===== src/hw/rtl/oasf_pkg.sv =====
// ----------------------------------------------------------------------------
// Offer/answer session FSM package
// Shared codes, the result record and the message builder used by the
// session controller.
// ----------------------------------------------------------------------------
`default_nettype none

package oasf_pkg;

   localparam int ID_BITS = 64;
   localparam int SEQ_BITS = 32;
   localparam logic [63:0] ID_MASK = {64{1'b1}} >> (64 - ID_BITS);

   typedef enum logic [1:0] {
      CMD_RECV  = 2'd0,
      CMD_OFFER = 2'd1,
      CMD_CLOSE = 2'd2
   } cmd_type;

   typedef enum logic [2:0] {
      MT_INVALID  = 3'd0,
      MT_OFFER    = 3'd1,
      MT_ANSWER   = 3'd2,
      MT_OK       = 3'd3,
      MT_ERROR    = 3'd4,
      MT_SHUTDOWN = 3'd5
   } msg_kind_type;

   typedef enum logic [2:0] {
      ER_NONE           = 3'd0,
      ER_NOMATCH        = 3'd1,
      ER_TIMEOUT        = 3'd2,
      ER_REFUSED        = 3'd3,
      ER_CONFLICT       = 3'd4,
      ER_DOUBLECONFLICT = 3'd5,
      ER_FAILED         = 3'd6
   } err_kind_type;

   typedef enum logic [2:0] {
      ST_START          = 3'd0,
      ST_WAIT_ANSWER    = 3'd1,
      ST_WAIT_COMPLETED = 3'd2,
      ST_COMPLETED      = 3'd3,
      ST_WAIT_SHUTDOWN  = 3'd4,
      ST_CLOSED         = 3'd5
   } state_type;

   typedef struct packed {
      logic                send_valid;
      logic [2:0]          out_type;
      logic [2:0]          out_error;
      logic [SEQ_BITS-1:0] out_seq;
      logic [63:0]         out_offerer_id;
      logic                out_offerer_present;
      logic [63:0]         out_answerer_id;
      logic                out_answerer_present;
      logic                closed_event;
      logic                remote_desc_event;
      logic [2:0]          session_state_now;
   } rsp_type;

   // Builds a result carrying one outgoing message; events and state are
   // filled in by the caller.
   function automatic rsp_type put_msg(
      input msg_kind_type        kind,
      input err_kind_type        err,
      input logic [SEQ_BITS-1:0] seq,
      input logic [63:0]         oid,
      input logic                opres,
      input logic [63:0]         aid,
      input logic                apres
   );
      rsp_type r;
      r = '0;
      r.send_valid           = 1'b1;
      r.out_type             = kind;
      r.out_error            = err;
      r.out_seq              = seq;
      r.out_offerer_id       = oid & ID_MASK;
      r.out_offerer_present  = opres;
      r.out_answerer_id      = aid & ID_MASK;
      r.out_answerer_present = apres;
      return r;
   endfunction

endpackage

`default_nettype wire


===== src/hw/rtl/oasf_if.sv =====
// ----------------------------------------------------------------------------
// Offer/answer session FSM channel interfaces
// Valid/ready channels for request beats, response beats and the
// session id register write.
// ----------------------------------------------------------------------------
`default_nettype none

interface oasf_req_if;
   logic        valid;
   logic        ready;
   logic [1:0]  cmd;
   logic [2:0]  msg_type;
   logic [2:0]  err_type;
   logic [31:0] msg_seq;
   logic [63:0] offerer_id;
   logic        offerer_present;
   logic [63:0] answerer_id;
   logic        answerer_present;

   modport source (
      output valid, cmd, msg_type, err_type, msg_seq, offerer_id,
             offerer_present, answerer_id, answerer_present,
      input  ready
   );
   modport sink (
      input  valid, cmd, msg_type, err_type, msg_seq, offerer_id,
             offerer_present, answerer_id, answerer_present,
      output ready
   );
endinterface

interface oasf_rsp_if;
   logic        valid;
   logic        ready;
   logic        send_valid;
   logic [2:0]  out_type;
   logic [2:0]  out_error;
   logic [31:0] out_seq;
   logic [63:0] out_offerer_id;
   logic        out_offerer_present;
   logic [63:0] out_answerer_id;
   logic        out_answerer_present;
   logic        closed_event;
   logic        remote_desc_event;
   logic [2:0]  session_state_now;

   modport source (
      output valid, send_valid, out_type, out_error, out_seq, out_offerer_id,
             out_offerer_present, out_answerer_id, out_answerer_present,
             closed_event, remote_desc_event, session_state_now,
      input  ready
   );
   modport sink (
      input  valid, send_valid, out_type, out_error, out_seq, out_offerer_id,
             out_offerer_present, out_answerer_id, out_answerer_present,
             closed_event, remote_desc_event, session_state_now,
      output ready
   );
endinterface

interface oasf_csr_if;
   logic        valid;
   logic        ready;
   logic [63:0] data;

   modport source (output valid, data, input ready);
   modport sink (input valid, data, output ready);
endinterface

`default_nettype wire


===== src/hw/rtl/offer_answer_session_fsm_unit.sv =====
// ----------------------------------------------------------------------------
// Offer/answer session FSM unit
// Offerer side of an offer/answer session: session state, sequence number
// and learned peer id, driven by offer, close and received-message beats.
// ----------------------------------------------------------------------------
// Every request beat gives exactly one response beat. The unit takes one
// request beat per clock cycle when the response side keeps up: a beat is
// captured in the input register, evaluated against the session state and
// written into the response register, from which the response is
// presented. The session state, sequence number and peer id are updated in
// the same cycle the response register is loaded, so back-to-back requests
// see the effect of the one before them. When the response register is held
// by a stalled consumer, the input register still takes one more beat before
// ready drops. The session id register is written through the csr channel,
// which is always ready; write it only while no request is in flight.
`default_nettype none

module offer_answer_session_fsm_unit
   import oasf_pkg::*;
(
   input  wire logic   clock,
   input  wire logic   reset,
   oasf_req_if.sink    req_bus,
   oasf_rsp_if.source  rsp_bus,
   oasf_csr_if.sink    csr_bus
);

   // Input register stage.
   logic                s1_valid_ff, s1_valid_in;
   logic [1:0]          s1_cmd_ff;
   logic [2:0]          s1_msg_type_ff;
   logic [SEQ_BITS-1:0] s1_seq_ff;
   logic [63:0]         s1_oid_ff;
   logic                s1_opres_ff;
   logic [63:0]         s1_aid_ff;
   logic                s1_apres_ff;

   // Response register stage.
   logic    rsp_valid_ff, rsp_valid_in;
   rsp_type rsp_ff, rsp_in;

   // Session state.
   state_type           state_ff, state_in;
   logic [SEQ_BITS-1:0] seq_ff, seq_in;
   logic [63:0]         peer_id_ff, peer_id_in;
   logic                peer_known_ff, peer_known_in;
   logic [63:0]         my_id_ff;

   logic req_fire;
   logic s1_advance;
   logic seq_bad;
   logic peer_bad;
   cmd_type      cmd;
   msg_kind_type mt;

   // The response register can take a new beat when it is empty or being
   // drained this cycle; the input register follows it.
   assign s1_advance = s1_valid_ff && (!rsp_valid_ff || rsp_bus.ready);
   assign req_bus.ready = !s1_valid_ff || s1_advance;
   assign req_fire = req_bus.valid && req_bus.ready;
   assign csr_bus.ready = 1'b1;

   assign cmd = cmd_type'(s1_cmd_ff);
   assign mt  = msg_kind_type'(s1_msg_type_ff);

   // A received message is rejected first on a sequence mismatch, then on
   // a peer id mismatch once the peer is known.
   assign seq_bad  = (s1_seq_ff != seq_ff);
   assign peer_bad = peer_known_ff && !(s1_apres_ff && (s1_aid_ff == peer_id_ff));

   // Next-state logic for the session.
   always_comb begin
      state_in      = state_ff;
      seq_in        = seq_ff;
      peer_id_in    = peer_id_ff;
      peer_known_in = peer_known_ff;
      case (cmd)
         CMD_OFFER: begin
            state_in = ST_WAIT_ANSWER;
         end
         CMD_CLOSE: begin
            if (state_ff != ST_CLOSED) begin
               state_in = ST_WAIT_SHUTDOWN;
            end
         end
         CMD_RECV: begin
            if (seq_bad || peer_bad) begin
               state_in = ST_CLOSED;
            end else begin
               case (state_ff)
                  ST_START: begin
                     if (mt == MT_SHUTDOWN) begin
                        state_in = ST_CLOSED;
                     end
                  end
                  ST_WAIT_ANSWER: begin
                     if (mt == MT_ANSWER) begin
                        if (!peer_known_ff && s1_apres_ff) begin
                           peer_id_in    = s1_aid_ff;
                           peer_known_in = 1'b1;
                        end
                        state_in = ST_COMPLETED;
                        seq_in   = seq_ff + 1'b1;
                     end else if (mt == MT_ERROR || mt == MT_SHUTDOWN) begin
                        state_in = ST_CLOSED;
                     end
                  end
                  ST_WAIT_COMPLETED: begin
                     if (mt == MT_OK) begin
                        seq_in   = seq_ff + 1'b1;
                        state_in = ST_COMPLETED;
                     end else if (mt == MT_SHUTDOWN) begin
                        state_in = ST_CLOSED;
                     end
                  end
                  ST_WAIT_SHUTDOWN: begin
                     if (mt == MT_OK || mt == MT_SHUTDOWN) begin
                        state_in = ST_CLOSED;
                     end
                  end
                  default: begin
                  end
               endcase
            end
         end
         default: begin
         end
      endcase
   end

   // Output logic: the outgoing message and events for the current beat.
   always_comb begin
      rsp_in = '0;
      case (cmd)
         CMD_OFFER: begin
            rsp_in = put_msg(MT_OFFER, ER_NONE, seq_ff, my_id_ff, 1'b1, 64'd0, 1'b0);
         end
         CMD_CLOSE: begin
            if (state_ff != ST_CLOSED) begin
               rsp_in = put_msg(MT_SHUTDOWN, ER_NONE, seq_ff, my_id_ff, 1'b1,
                                peer_known_ff ? peer_id_ff : 64'd0, peer_known_ff);
            end
         end
         CMD_RECV: begin
            if (seq_bad) begin
               rsp_in = put_msg(MT_ERROR, ER_FAILED, s1_seq_ff, s1_oid_ff, s1_opres_ff,
                                s1_aid_ff, s1_apres_ff);
               rsp_in.closed_event = 1'b1;
            end else if (peer_bad) begin
               rsp_in = put_msg(MT_ERROR, ER_NOMATCH, seq_ff, s1_oid_ff, s1_opres_ff,
                                s1_aid_ff, s1_apres_ff);
               rsp_in.closed_event = 1'b1;
            end else begin
               case (state_ff)
                  ST_START, ST_WAIT_COMPLETED: begin
                     if (mt == MT_SHUTDOWN) begin
                        rsp_in = put_msg(MT_OK, ER_NONE, s1_seq_ff, s1_oid_ff,
                                         s1_opres_ff, s1_aid_ff, s1_apres_ff);
                        rsp_in.closed_event = 1'b1;
                     end
                  end
                  ST_WAIT_ANSWER: begin
                     if (mt == MT_ANSWER) begin
                        rsp_in = put_msg(MT_OK, ER_NONE, seq_ff, s1_oid_ff,
                                         s1_opres_ff, s1_aid_ff, s1_apres_ff);
                        rsp_in.remote_desc_event = 1'b1;
                     end else if (mt == MT_SHUTDOWN) begin
                        // Closing from wait answer sends no close notification.
                        rsp_in = put_msg(MT_OK, ER_NONE, s1_seq_ff, s1_oid_ff,
                                         s1_opres_ff, s1_aid_ff, s1_apres_ff);
                     end
                  end
                  ST_WAIT_SHUTDOWN: begin
                     if (mt == MT_OK) begin
                        rsp_in.closed_event = 1'b1;
                     end else if (mt == MT_SHUTDOWN) begin
                        rsp_in = put_msg(MT_OK, ER_NONE, s1_seq_ff, s1_oid_ff,
                                         s1_opres_ff, s1_aid_ff, s1_apres_ff);
                        rsp_in.closed_event = 1'b1;
                     end else begin
                        // Anything else repeats the shutdown request.
                        rsp_in = put_msg(MT_SHUTDOWN, ER_NONE, s1_seq_ff, s1_oid_ff,
                                         s1_opres_ff, s1_aid_ff, s1_apres_ff);
                     end
                  end
                  ST_CLOSED: begin
                     rsp_in = put_msg(MT_ERROR, ER_NOMATCH, seq_ff, s1_oid_ff,
                                      s1_opres_ff, s1_aid_ff, s1_apres_ff);
                  end
                  default: begin
                  end
               endcase
            end
         end
         default: begin
         end
      endcase
      rsp_in.session_state_now = state_in;
   end

   // Stage valid bits.
   always_comb begin
      s1_valid_in = s1_valid_ff;
      if (req_fire) begin
         s1_valid_in = 1'b1;
      end else if (s1_advance) begin
         s1_valid_in = 1'b0;
      end
      rsp_valid_in = rsp_valid_ff;
      if (s1_advance) begin
         rsp_valid_in = 1'b1;
      end else if (rsp_bus.ready) begin
         rsp_valid_in = 1'b0;
      end
   end

   always_ff @(posedge clock) begin
      if (reset) begin
         s1_valid_ff   <= 1'b0;
         rsp_valid_ff  <= 1'b0;
         state_ff      <= ST_START;
         seq_ff        <= SEQ_BITS'(1);
         peer_id_ff    <= '0;
         peer_known_ff <= 1'b0;
         my_id_ff      <= '0;
      end else begin
         s1_valid_ff  <= s1_valid_in;
         rsp_valid_ff <= rsp_valid_in;
         if (s1_advance) begin
            state_ff      <= state_in;
            seq_ff        <= seq_in;
            peer_id_ff    <= peer_id_in;
            peer_known_ff <= peer_known_in;
         end
         if (csr_bus.valid) begin
            my_id_ff <= csr_bus.data & ID_MASK;
         end
      end
   end

   // Payload registers.
   always_ff @(posedge clock) begin
      if (req_fire) begin
         s1_cmd_ff      <= req_bus.cmd;
         s1_msg_type_ff <= req_bus.msg_type;
         s1_seq_ff      <= req_bus.msg_seq;
         s1_oid_ff      <= req_bus.offerer_id & ID_MASK;
         s1_opres_ff    <= req_bus.offerer_present;
         s1_aid_ff      <= req_bus.answerer_id & ID_MASK;
         s1_apres_ff    <= req_bus.answerer_present;
      end
      if (s1_advance) begin
         rsp_ff <= rsp_in;
      end
   end

   // The error type of a received message has no effect on the session.
   assign rsp_bus.valid                = rsp_valid_ff;
   assign rsp_bus.send_valid           = rsp_ff.send_valid;
   assign rsp_bus.out_type             = rsp_ff.out_type;
   assign rsp_bus.out_error            = rsp_ff.out_error;
   assign rsp_bus.out_seq              = rsp_ff.out_seq;
   assign rsp_bus.out_offerer_id       = rsp_ff.out_offerer_id;
   assign rsp_bus.out_offerer_present  = rsp_ff.out_offerer_present;
   assign rsp_bus.out_answerer_id      = rsp_ff.out_answerer_id;
   assign rsp_bus.out_answerer_present = rsp_ff.out_answerer_present;
   assign rsp_bus.closed_event         = rsp_ff.closed_event;
   assign rsp_bus.remote_desc_event    = rsp_ff.remote_desc_event;
   assign rsp_bus.session_state_now    = rsp_ff.session_state_now;

endmodule

`default_nettype wire

===== src/flat_wrapper.sv =====
// flat-port wrapper written by rule: the top's interface ports become plain ports
module offer_answer_session_fsm_unit_flat import oasf_pkg::*;
  (clock, reset, req_bus_valid, req_bus_cmd, req_bus_msg_type, req_bus_err_type, req_bus_msg_seq, req_bus_offerer_id, req_bus_offerer_present, req_bus_answerer_id, req_bus_answerer_present, req_bus_ready, rsp_bus_valid, rsp_bus_send_valid, rsp_bus_out_type, rsp_bus_out_error, rsp_bus_out_seq, rsp_bus_out_offerer_id, rsp_bus_out_offerer_present, rsp_bus_out_answerer_id, rsp_bus_out_answerer_present, rsp_bus_closed_event, rsp_bus_remote_desc_event, rsp_bus_session_state_now, rsp_bus_ready, csr_bus_valid, csr_bus_data, csr_bus_ready);
  oasf_req_if req_bus_i ();
  oasf_rsp_if rsp_bus_i ();
  oasf_csr_if csr_bus_i ();
  input  wire logic clock;
  input  wire logic reset;
  input wire logic [$bits(req_bus_i.valid)-1:0] req_bus_valid;
  input wire logic [$bits(req_bus_i.cmd)-1:0] req_bus_cmd;
  input wire logic [$bits(req_bus_i.msg_type)-1:0] req_bus_msg_type;
  input wire logic [$bits(req_bus_i.err_type)-1:0] req_bus_err_type;
  input wire logic [$bits(req_bus_i.msg_seq)-1:0] req_bus_msg_seq;
  input wire logic [$bits(req_bus_i.offerer_id)-1:0] req_bus_offerer_id;
  input wire logic [$bits(req_bus_i.offerer_present)-1:0] req_bus_offerer_present;
  input wire logic [$bits(req_bus_i.answerer_id)-1:0] req_bus_answerer_id;
  input wire logic [$bits(req_bus_i.answerer_present)-1:0] req_bus_answerer_present;
  output wire logic [$bits(req_bus_i.ready)-1:0] req_bus_ready;
  output wire logic [$bits(rsp_bus_i.valid)-1:0] rsp_bus_valid;
  output wire logic [$bits(rsp_bus_i.send_valid)-1:0] rsp_bus_send_valid;
  output wire logic [$bits(rsp_bus_i.out_type)-1:0] rsp_bus_out_type;
  output wire logic [$bits(rsp_bus_i.out_error)-1:0] rsp_bus_out_error;
  output wire logic [$bits(rsp_bus_i.out_seq)-1:0] rsp_bus_out_seq;
  output wire logic [$bits(rsp_bus_i.out_offerer_id)-1:0] rsp_bus_out_offerer_id;
  output wire logic [$bits(rsp_bus_i.out_offerer_present)-1:0] rsp_bus_out_offerer_present;
  output wire logic [$bits(rsp_bus_i.out_answerer_id)-1:0] rsp_bus_out_answerer_id;
  output wire logic [$bits(rsp_bus_i.out_answerer_present)-1:0] rsp_bus_out_answerer_present;
  output wire logic [$bits(rsp_bus_i.closed_event)-1:0] rsp_bus_closed_event;
  output wire logic [$bits(rsp_bus_i.remote_desc_event)-1:0] rsp_bus_remote_desc_event;
  output wire logic [$bits(rsp_bus_i.session_state_now)-1:0] rsp_bus_session_state_now;
  input wire logic [$bits(rsp_bus_i.ready)-1:0] rsp_bus_ready;
  input wire logic [$bits(csr_bus_i.valid)-1:0] csr_bus_valid;
  input wire logic [$bits(csr_bus_i.data)-1:0] csr_bus_data;
  output wire logic [$bits(csr_bus_i.ready)-1:0] csr_bus_ready;
  assign req_bus_i.valid = req_bus_valid;
  assign req_bus_i.cmd = req_bus_cmd;
  assign req_bus_i.msg_type = req_bus_msg_type;
  assign req_bus_i.err_type = req_bus_err_type;
  assign req_bus_i.msg_seq = req_bus_msg_seq;
  assign req_bus_i.offerer_id = req_bus_offerer_id;
  assign req_bus_i.offerer_present = req_bus_offerer_present;
  assign req_bus_i.answerer_id = req_bus_answerer_id;
  assign req_bus_i.answerer_present = req_bus_answerer_present;
  assign req_bus_ready = req_bus_i.ready;
  assign rsp_bus_valid = rsp_bus_i.valid;
  assign rsp_bus_send_valid = rsp_bus_i.send_valid;
  assign rsp_bus_out_type = rsp_bus_i.out_type;
  assign rsp_bus_out_error = rsp_bus_i.out_error;
  assign rsp_bus_out_seq = rsp_bus_i.out_seq;
  assign rsp_bus_out_offerer_id = rsp_bus_i.out_offerer_id;
  assign rsp_bus_out_offerer_present = rsp_bus_i.out_offerer_present;
  assign rsp_bus_out_answerer_id = rsp_bus_i.out_answerer_id;
  assign rsp_bus_out_answerer_present = rsp_bus_i.out_answerer_present;
  assign rsp_bus_closed_event = rsp_bus_i.closed_event;
  assign rsp_bus_remote_desc_event = rsp_bus_i.remote_desc_event;
  assign rsp_bus_session_state_now = rsp_bus_i.session_state_now;
  assign rsp_bus_i.ready = rsp_bus_ready;
  assign csr_bus_i.valid = csr_bus_valid;
  assign csr_bus_i.data = csr_bus_data;
  assign csr_bus_ready = csr_bus_i.ready;
  offer_answer_session_fsm_unit u_core (.clock(clock), .reset(reset), .req_bus(req_bus_i), .rsp_bus(rsp_bus_i), .csr_bus(csr_bus_i));
endmodule

===== config.mk =====
export PLATFORM = sky130hd
export DESIGN_NAME = offer_answer_session_fsm_unit_flat
export DESIGN_NICKNAME = d
export VERILOG_FILES = /design/src/hw/rtl/oasf_pkg.sv /design/src/hw/rtl/oasf_if.sv /design/src/hw/rtl/offer_answer_session_fsm_unit.sv /design/src/flat_wrapper.sv
export SDC_FILE = /design/constraint.sdc
export NUM_CORES = 1
export LEC_CHECK = 0
export BUFFER_PORTS_ARGS = -buffer_cell sky130_fd_sc_hd__buf_2
export CORE_ASPECT_RATIO = 0.5
export CORE_UTILIZATION = 38
export DETAILED_ROUTE_END_ITERATION = 7
export SYNTH_ARGS = -nofsm -noshare
export SYNTH_HDL_FRONTEND = slang
export SYNTH_SLANG_ARGS = --single-unit

===== constraint.sdc =====
create_clock -name clock -period 7.45 [get_ports clock]
set_input_delay 1.1175 -clock clock [delete_from_list [all_inputs] [get_ports clock]]
set_output_delay 1.1175 -clock clock [all_outputs]
set_load 0.005 [all_outputs]

==> key figures <==
Die
  • Ports: 416
  • Die width: 325 um
  • Row cnt: 58
  • Die Y: 163 um
  • Core Box Area: 50800 um2
  • Die area: 53100 um2
  • Initial core utilization: 39.0%

GRT
  • Vias in the first global route: 12600
  • Initial antenna violation count: 13
  • Largest net degree at the start of global routing: 168
  • Tot GR Track Use: 19.2%
  • GR Overflow Total: 0
  • First-pass GRT wire length: 77100 um

Timing
  • Min cycle time layout: 3.82 ns
  • Hold WS: 0.473 ns
  • Worst-margin pin slew: 1.14 ns
  • Layout Skew: 0.0199 ns
  • Slew Viols, Final: 0
  • RSZ-0062 raised after global routing: no
  • Final setup violation count: 0
  • Fmax: 0.262 GHz
  • Final Hold Vio Count: 0
  • Period utilization: 51.2%
  • Setup total negative slack: 0 ns
  • Slew HR: 23.7%

Clock network
  • # Post-CTS Setup Buffers: 0
  • CTS tree: done
  • Post-CTS Resized: 0
  • CTS Sinks: 506
  • H-tree depth: 2
  • Clock buffer count from CTS: 47
  • Skew-Pair Late Insertion Delay: 0.58 ns
  • Longest Clk Path Bufs: 3
  • CTS root buffer: clkbuf_16
  • Worst-path clk slew: 0.06 ns
  • Hold_buf cts: 0

Routing
  • Starting DRT DRC Count: 883
  • DRC violations left: 0
  • WL final: 53400 um
  • DR pass1 iterations: 5
  • Vias/cell: 5.04
  • Post-DRT Antenna Nets: 0
  • Wirelength per Cell: 20.4 um
  • Via count: 13200

Min path
  • Hold EP: u_core.peer_id_ff[47]$_SDFFE_PP0P_
  • Hold Crit Depth: 2
  • Hold Crit Start: u_core.peer_id_ff[47]$_SDFFE_PP0P_
  • Worst min path class: reg2reg

Synth
  • Syn nets: 1731
  • Seq/Total Area, Yosys: 68.4%
  • Distinct cells, synth: 66
  • Post-synth EDFFs: 340
  • Main synth FF type: edfxtp_1
  • Synth Cell Area: 19800 um2
  • Number of synthesized register bits: 506
  • YS warnings: 0
  • Mean Syn Cell Area: 13.3 um2
  • Cells after Synth: 1491
  • Share of flip-flops with an asynchronous set or reset: 0%

Critical path
  • Slowest stage delay, CP: 0.59 ns
  • Critical-path maximum fanout: 78
  • CP top delay family: simple AND/OR/NAND/NOR gates
  • Cell breakdown of the critical path: xor2_1 > nor4_1 > nand4_1 > nor3_1 > a41o_2 > and2_1 > a21oi_4 > buf_4 > a22o_1
  • CP Launch Type: flip-flop
  • CP endpoint kind: flip-flop
  • WP buf/inv: 1
  • R2r endpoint: u_core.rsp_bus.out_answerer_id[45]$_DFFE_PP_
  • Arrival @ worst endpoint: 4.13 ns
  • Critical-path top delay cell: nor4_1
  • Reg2Reg Setup Slack: 3.63 ns
  • WS Path Type: reg2reg
  • Reg2reg path depth: 9
  • Worst R2R Start: u_core.s1_aid_ff[34]$_DFFE_PP_
  • CP required: 7.77 ns

Layout
  • Final nets: 2112
  • Area Growth Syn to Fin: 21.7%
  • Layout cell share with drive strength beyond 1: 28.0%
  • Commonest non-fill, non-tap cell in the layout: buf_2
  • # fillers: 4602
  • Post-route cell area: 24100 um2
  • Highest-count cells in the layout ignoring fill and taps: buf_2, edfxtp_1, dfxtp_1, a22o_1, nand2_1

Placed design
  • Number of port buffers: 411
  • HPWL Detailed: 34500 um
  • DP Area: 22400 um2
  • Final RePlAce weighted congestion: 0.830

Status
  • Status: complete, no violations

Power and ir drop
  • Total power density per cell area: 255 nW/um2
  • Pleak: 9.41 nW
  • Worst VDD drop: 0.000184 V

Job
  • Max-Cap Viols: 0
[worst register-to-register path, stage by stage, from the launching register on]
cell and delay (ns):
edfxtp_1 0.43, xor2_1 0.23, nor4_1 0.59, nand4_1 0.16
nor3_1 0.34, a41o_2 0.50, and2_1 0.35, a21oi_4 0.12
buf_4 0.43, a22o_1 0.41
[per-layer routing]
| metal | global-route usage [%] | part of all wire, % | vias to the layer above |
|---|---|---|---|
| li1 | - | - | 6287 |
| met1 | 23.6 | 41 | 6492 |
| met2 | 33.8 | 52 | 294 |
| met3 | 3.16 | 3.8 | 92 |
| met4 | 7.87 | 3.3 | 2 |
| met5 | 0 | 0.026 | - |
[cell families (layout without fill, tap and decap cells)]
family                     count (synthesis)  after routing  synth area share (%)
DFF                                      506            506                  68.4
and+or+nand+nor                          389            389                  9.51
AOI/OAI and AO/OA                        316            316                  11.6
buffers and inverters                    119            539                  2.85
xor gates and xnor gates                  86             86                  3.80
muxes                                     73             73                  3.75
adders and majority gates                  1              1                0.0632
other                                      1             13                0.0189
[Yosys cell counts (2+ instances only)]
cell type  instances  area, um2
and3_1             7       43.8
a221oi_1           3       26.3
xor2_1            79        692
or4_1              5       37.5
nor3_1            11       55.1
nand2_1          159        597
buf_6              8       90.1
nand3_1           12       60.1
a21oi_2            2       17.5
or3_1              8       50.1
a221o_1            2       20.0
a21o_1             5       37.5
o21ai_0           23        115
xnor2_1            7       61.3
and2_1            11       68.8
nor4_1            19        119
o31ai_1            5       37.5
a21oi_1           90        450
mux2_2             8       90.1
nand2b_1           7       43.8
nor4_2             3       37.5
nand4_4            2       42.5
o22ai_1            6       37.5
nor2_1           103        387
mux2i_1           64        641
buf_4              9       67.6
or2_2              4       25.0
dfxtp_1          166       3320
o211ai_1           4       30.0
nor2b_1           12       75.1
buf_2             19       95.1
a22o_1           160       1400
inv_1             26       97.6
a31oi_1            2       12.5
edfxtp_1         340      10200
clkbuf_1          56        210
o221ai_1           2       17.5
nor4b_1            2       17.5
nand4_1           13       81.3
[state kept, by name, indices dropped and copies added, names as in the netlist, 2 cells and up]
name / count
u_core.state_ff: 3
u_core.cmd: 2
u_core.rsp_bus.out_type: 3
u_core.rsp_bus.session_state_now: 3
u_core.rsp_bus.out_seq: 32
u_core.s1_aid_ff: 64
u_core.rsp_bus.out_error: 2
u_core.peer_id_ff: 64
u_core.mt: 3
u_core.my_id_ff: 64
u_core.rsp_bus.out_answerer_id: 64
u_core.rsp_bus.out_offerer_id: 64
u_core.seq_ff: 32
u_core.s1_oid_ff: 64
u_core.s1_seq_ff: 32
[final cells by class]
type                    instances  area (um2)  area share (%)
diodes                         12        30.0           0.125
inverters                      26         105           0.436
flip-flops and latches        506       13500            56.2
clock buffers                  76        1480            6.13
clock inverters                12         181           0.753
well taps                     690         863            3.58
multi-input cells             866        5730            23.8
repair buffers                425        2180            9.06
[worst max path at each step]
stage          depth (start not counted)                            from  slack, ns                                            to
2_1_floorplan                          9                   rsp_bus_ready       1.47            u_core.peer_id_ff[33]$_SDFFE_PP0P_
3_3_place_gp                           8                   rsp_bus_ready       3.58                u_core.seq_ff[28]$_SDFFE_PP0P_
3_5_place_dp                           8                   rsp_bus_ready       3.59                u_core.seq_ff[28]$_SDFFE_PP0P_
4_1_cts                                9  u_core.s1_aid_ff[34]$_DFFE_PP_       3.63  u_core.rsp_bus.out_answerer_id[45]$_DFFE_PP_
5_1_grt                                9  u_core.s1_aid_ff[34]$_DFFE_PP_       3.48  u_core.rsp_bus.out_answerer_id[42]$_DFFE_PP_
6_report                               9  u_core.s1_aid_ff[34]$_DFFE_PP_       3.63  u_core.rsp_bus.out_answerer_id[45]$_DFFE_PP_
[per-stage QoR]
step | std cells | total power [mW] | util [%] | setup WS (ns)
global route | 2613 | 6.37 | 47.4 | 3.48
global placement | 2513 | 3.63 | 44.1 | 3.58
detailed placement | 2513 | 3.64 | 44.1 | 3.59
floorplan | 1491 | 3.45 | - | 1.47
finish | 2613 | 6.15 | 47.4 | 3.63
CTS | 2601 | 6.22 | 47.4 | 3.63
[report_power, final]
part           switching, mW  internal [mW]
Combinational          0.214          0.156
Sequential            0.0624           3.14
Clock                   1.08           1.51
Total                   1.35           4.80
Note: power is estimated with default switching activity, not from simulation.
